### config.mk
export PLATFORM = sky130hd
export DESIGN_NAME = spo2_ctrl
export DESIGN_NICKNAME = d
export VERILOG_FILES = /design/src/sv/spo2_pkg.sv /design/src/sv/spo2_ctrl.sv
export SDC_FILE = /design/constraint.sdc
export NUM_CORES = 1
export LEC_CHECK = 0
export BUFFER_PORTS_ARGS = -buffer_cell sky130_fd_sc_hd__buf_2
export CAP_MARGIN = 25
export CORE_UTILIZATION = 30
export DETAILED_ROUTE_END_ITERATION = 6
export PLACE_DENSITY_LB_ADDON = 0.25
export SLEW_MARGIN = 20
export SYNTH_ARGS = -nofsm -noshare
export SYNTH_HDL_FRONTEND = slang
export SYNTH_SLANG_ARGS = --single-unit
### constraint.sdc
create_clock -name clk_i -period 1.21 [get_ports clk_i]
set_input_delay 0.0605 -clock clk_i [delete_from_list [all_inputs] [get_ports clk_i]]
set_output_delay 0.0605 -clock clk_i [all_outputs]
set_load 0.01 [all_outputs]
### src/sv/spo2_pkg.sv
`timescale 1ns / 1ps
// Shared types and constants of the SpO2 ratio estimator.
package spo2_pkg;
  localparam int unsigned ThreshBits  = 18;
  localparam int unsigned PctBits     = 7;
  localparam logic [ThreshBits-1:0] ThreshReset = 18'd50000;
  localparam logic [PctBits-1:0] PctCap   = 7'd100;
  localparam logic [PctBits-1:0] PctFloor = 7'd70;
  localparam logic [PctBits-1:0] PctBase  = 7'd110;
  localparam logic [4:0] RatioGain = 5'd25;

  // Commands from the controller to the datapath.
  typedef struct packed {
    logic load;       // capture samples, check threshold
    logic lowpass;    // update levels from captured samples
    logic write_res;  // write residues into the windows
    logic scan_clr;   // reset min/max trackers
    logic scan_step;  // read next window entry
    logic scan_acc;   // fold registered read data into min/max
    logic prod_start; // form numerator and denominator
    logic prod_step;  // one partial-product step
    logic div_start;  // start the serial divider
    logic div_step;   // one quotient bit
    logic finish;     // form result
  } spo2_cmd_t;

  // Status from the datapath to the controller.
  typedef struct packed {
    logic no_finger;
    logic scan_last;
    logic prod_last;
    logic div_last;
  } spo2_sts_t;
endpackage

### src/sv/spo2_ctrl.sv
`timescale 1ns / 1ps
// Controller: sequences one request through filter, scan, products and divide.
module spo2_ctrl (
  input  logic                clk_i,
  input  logic                rst_ni,
  input  logic                in_valid_i,
  output logic                in_stall_o,
  output logic                out_valid_o,
  input  logic                out_stall_i,
  output spo2_pkg::spo2_cmd_t cmd_o,
  input  spo2_pkg::spo2_sts_t sts_i
);
  import spo2_pkg::*;

  typedef enum logic [3:0] {
    StIdle, StCheck, StFilter, StWrite, StScan, StScanTail, StProdInit, StProd, StDiv,
    StFinish, StOut
  } state_e;

  state_e state_q;
  logic   tail_q;

  assign in_stall_o  = (state_q != StIdle);
  assign out_valid_o = (state_q == StOut);

  always_comb begin
    cmd_o = '0;
    cmd_o.load       = (state_q == StIdle) && in_valid_i;
    cmd_o.lowpass    = (state_q == StCheck) && !sts_i.no_finger;
    cmd_o.write_res  = (state_q == StFilter);
    cmd_o.scan_clr   = (state_q == StWrite);
    cmd_o.scan_step  = (state_q == StScan);
    cmd_o.scan_acc   = ((state_q == StScan) && tail_q) || (state_q == StScanTail);
    cmd_o.prod_start = (state_q == StProdInit);
    cmd_o.prod_step  = (state_q == StProd);
    cmd_o.div_start  = (state_q == StProd) && sts_i.prod_last;
    cmd_o.div_step   = (state_q == StDiv);
    cmd_o.finish     = (state_q == StFinish);
  end

  // State register; tail_q marks that registered read data is present.
  always_ff @(posedge clk_i or negedge rst_ni) begin
    if (!rst_ni) begin
      state_q <= StIdle;
      tail_q  <= 1'b0;
    end else begin
      case (state_q)
        StIdle:     if (in_valid_i) state_q <= StCheck;
        StCheck:    state_q <= sts_i.no_finger ? StOut : StFilter;
        StFilter:   state_q <= StWrite;
        StWrite:    begin state_q <= StScan; tail_q <= 1'b0; end
        StScan: begin
          tail_q <= 1'b1;
          if (sts_i.scan_last) state_q <= StScanTail;
        end
        StScanTail: state_q <= StProdInit;
        StProdInit: state_q <= StProd;
        StProd:     if (sts_i.prod_last) state_q <= StDiv;
        StDiv:      if (sts_i.div_last) state_q <= StFinish;
        StFinish:   state_q <= StOut;
        StOut:      if (!out_stall_i) state_q <= StIdle;
        default:    state_q <= StIdle;
      endcase
    end
  end

  property p_out_holds;
    @(posedge clk_i) disable iff (!rst_ni) (out_valid_o && out_stall_i) |=> out_valid_o;
  endproperty
  a_out_holds: assert property (p_out_holds) else $error("result dropped while stalled");

  property p_one_busy;
    @(posedge clk_i) disable iff (!rst_ni) out_valid_o |-> in_stall_o;
  endproperty
  a_one_busy: assert property (p_one_busy) else $error("input open during result");

  property p_load_idle;
    @(posedge clk_i) disable iff (!rst_ni) cmd_o.load |=> (state_q == StCheck);
  endproperty
  a_load_idle: assert property (p_load_idle) else $error("load did not start work");
endmodule

==> metrics <==
Site Rows 13; failing checks setup timing; crit-path max FO 4; Starting DRT DRC Count 4; synthesis warning total 0; CTS tree done; #FFs+latches synth 5; worst-case clock buffer depth 2; first-pass GRT wire length ~2100 um; Detailed Route WL 1490 um; Worst EP required 1340 ps; dpl cells 98; outcome complete, but fails checks; reg2reg setup slack -180 ps; total power 2450 uW; grt ovf 0; Post-Layout Cell Count 113; highest routed layer met3; r2r endpoint state_q[3]; I/O Pins 21; Worst setup SP type flip-flop; final-report max-slew violation count 0; Seq/Total Area, Yosys 0.283; Die Height just over 40 um; Antenna Nets Post-Route 0; Die Width between 40 and 50 um; nets 107; Synth cell types 29; CP Class reg2reg; maximum VDD drop 0.00148 V; most frequent cells in the layout 18 x buf_2, 11 x buf_6, 10 x buf_4; worst reg2reg path depth 5; synthesized area 442 um2; Placer Congestion 0.787; largest net degree at the start of global routing 9; post-layout min period around 1400 ps; Worst Clk Skew 8.60 ps; RSZ-0062 raised after global routing yes; syn_nets 66; clock latency on the worst-skew pair roughly 250 ps; Root Driver clkbuf_4; H-tree depth reported by CTS 1; WL met3 around 64 um; Worst-path clk slew 50 ps; Fmax 0.722 GHz; detailed-router iteration count before antenna repair 2; Layout area overhead 103%; All-Layer GR Usage 0.205; relative slew slack 0.840; core region area 0.00133 mm2; Lkg Pwr between 0.0004 and 0.0005 uW; Max Cap Viol 0; Tightest Pin Transition approximately 240 ps; final setup violation count 15; vias in the first global route 451; vias per cell 4.91; Mapped Avg Cell Area approximately 7.6 um2; DRC 0; wire length on met1 648 um; diodes inserted 0; Worst Slack Setup Final -176 ps; Clock Sinks 5; IO Port Bufs 20; ratio of cells with drive above 1 in the final layout 0.714; initial antenna violation count 0; Critical Path AT about 1500 ps; full die area 0.00163 mm2; Initial Utilization 0.331; HP Class in2async; Final Hold Vio Count 0; routed len/inst 13.2 um; total CTS buffers 3; commonest non-fill, non-tap cell in the layout buf_2; reg2reg start state_q[1]; crit share post-route 1.15; Worst setup EP type flip-flop; Cells after Synth 58; total number of vias 555; hpwl dp roughly 890 um; met2 routed WL 779 um; pwr/cell area around 2700 mW/mm2
sequential cells by signal (all words and copies together) (netlist names):
| name | cells |
|---|---|
| state_q | 4 |
| tail_q | 1 |
power breakdown:
group          leakage [uW]  switching (uW)  internal, uW
registers         0.0000570             100           252
clock network     0.0000150            71.8           125
logic              0.000372             911           994
total              0.000444            1080          1370
worst max-delay path by stage:
stage	slack [ps]	startpoint	cells past startpoint	to
2_1_floorplan	-110	state_q[1]	5	state_q[3]
3_3_place_gp	-90	state_q[2]	4	state_q[3]
3_5_place_dp	-110	state_q[2]	4	state_q[3]
4_1_cts	-160	state_q[1]	5	state_q[3]
5_1_grt	-230	state_q[3]	5	cmd_o[10]
6_report	-180	state_q[1]	5	state_q[3]
stage by stage:
| step | setup WS (ps) | setup TNS, ps | util | area (um2) | hold slack, ps |
|---|---|---|---|---|---|
| floorplan | -105 | -105 | - | 442 | -235 |
| global placement | -86.5 | -127 | 0.451 | 602 | -115 |
| detailed placement | -109 | -205 | 0.451 | 602 | -117 |
| CTS | -163 | -1320 | 0.610 | 813 | 146 |
| global route | -231 | -2420 | 0.671 | 895 | 179 |
| finish | -176 | -1410 | 0.671 | 895 | 159 |
synthesized netlist by cell type:
| master | count | share of area |
|---|---|---|
| dfrtp_1 | 5 | 0.28 |
| nor3_1 | 6 | 0.068 |
| o21ai_2 | 1 | 0.020 |
| nand2_1 | 7 | 0.060 |
| nand3b_1 | 1 | 0.017 |
| and4bb_2 | 1 | 0.028 |
| and3b_1 | 1 | 0.020 |
| nand3_2 | 1 | 0.023 |
| and2_1 | 1 | 0.014 |
| o21ai_1 | 1 | 0.011 |
| and3_1 | 1 | 0.014 |
| a21o_1 | 1 | 0.017 |
| buf_6 | 1 | 0.025 |
| mux2i_1 | 2 | 0.045 |
| mux2_4 | 1 | 0.034 |
| o211ai_1 | 1 | 0.017 |
| o21ai_0 | 1 | 0.011 |
| o22ai_1 | 1 | 0.014 |
| nor2_1 | 9 | 0.076 |
| nor2b_1 | 1 | 0.014 |
| a21oi_1 | 2 | 0.023 |
| inv_1 | 1 | 0.0085 |
| nand2b_1 | 3 | 0.042 |
| buf_4 | 1 | 0.017 |
| nand2_2 | 1 | 0.014 |
| o21a_1 | 1 | 0.017 |
| buf_2 | 3 | 0.034 |
| nor4_1 | 1 | 0.014 |
| a22oi_1 | 1 | 0.017 |
worst max-delay path: stages, from the launching register on:
cell and delay, ps:
dfrtp_1 400, buf_6 130, and3b_1 160, o21ai_2 150, nand3_2 120, mux2_4 310
layout make-up:
| class | count | area [um2] |
|---|---|---|
| fillers | 103 | 439 |
| multi-input cells | 47 | 399 |
| repair buffers | 41 | 314 |
| flip-flops and latches | 5 | 128 |
| clock buffers | 4 | 26.3 |
| well taps | 15 | 18.8 |
| inverters | 1 | 8.76 |
metal layers:
metal | vias up | track usage
li1 | 281 | -
met1 | 257 | 0.256
met2 | 17 | 0.313
met3 | 0 | 0.100
met4 | 0 | 0.0500
met5 | - | 0
cells by family after synthesis:
group                  synth area share
AOI/OAI and AO/OA                 0.147
buffers and inverters            0.0850
DFF                               0.283
muxes                            0.0793
and+or+nand+nor                   0.405
repair_timing:
item,4_1_cts,5_1_grt
endpoints found under the setup margin,15,18
hold endpoints to repair,5,0
pin swaps,10,2
hold buffers,1,0
gates cloned,0,0
resized for setup,28,16
setup buffers,8,3
Note: power is estimated with default switching activity, not from simulation.
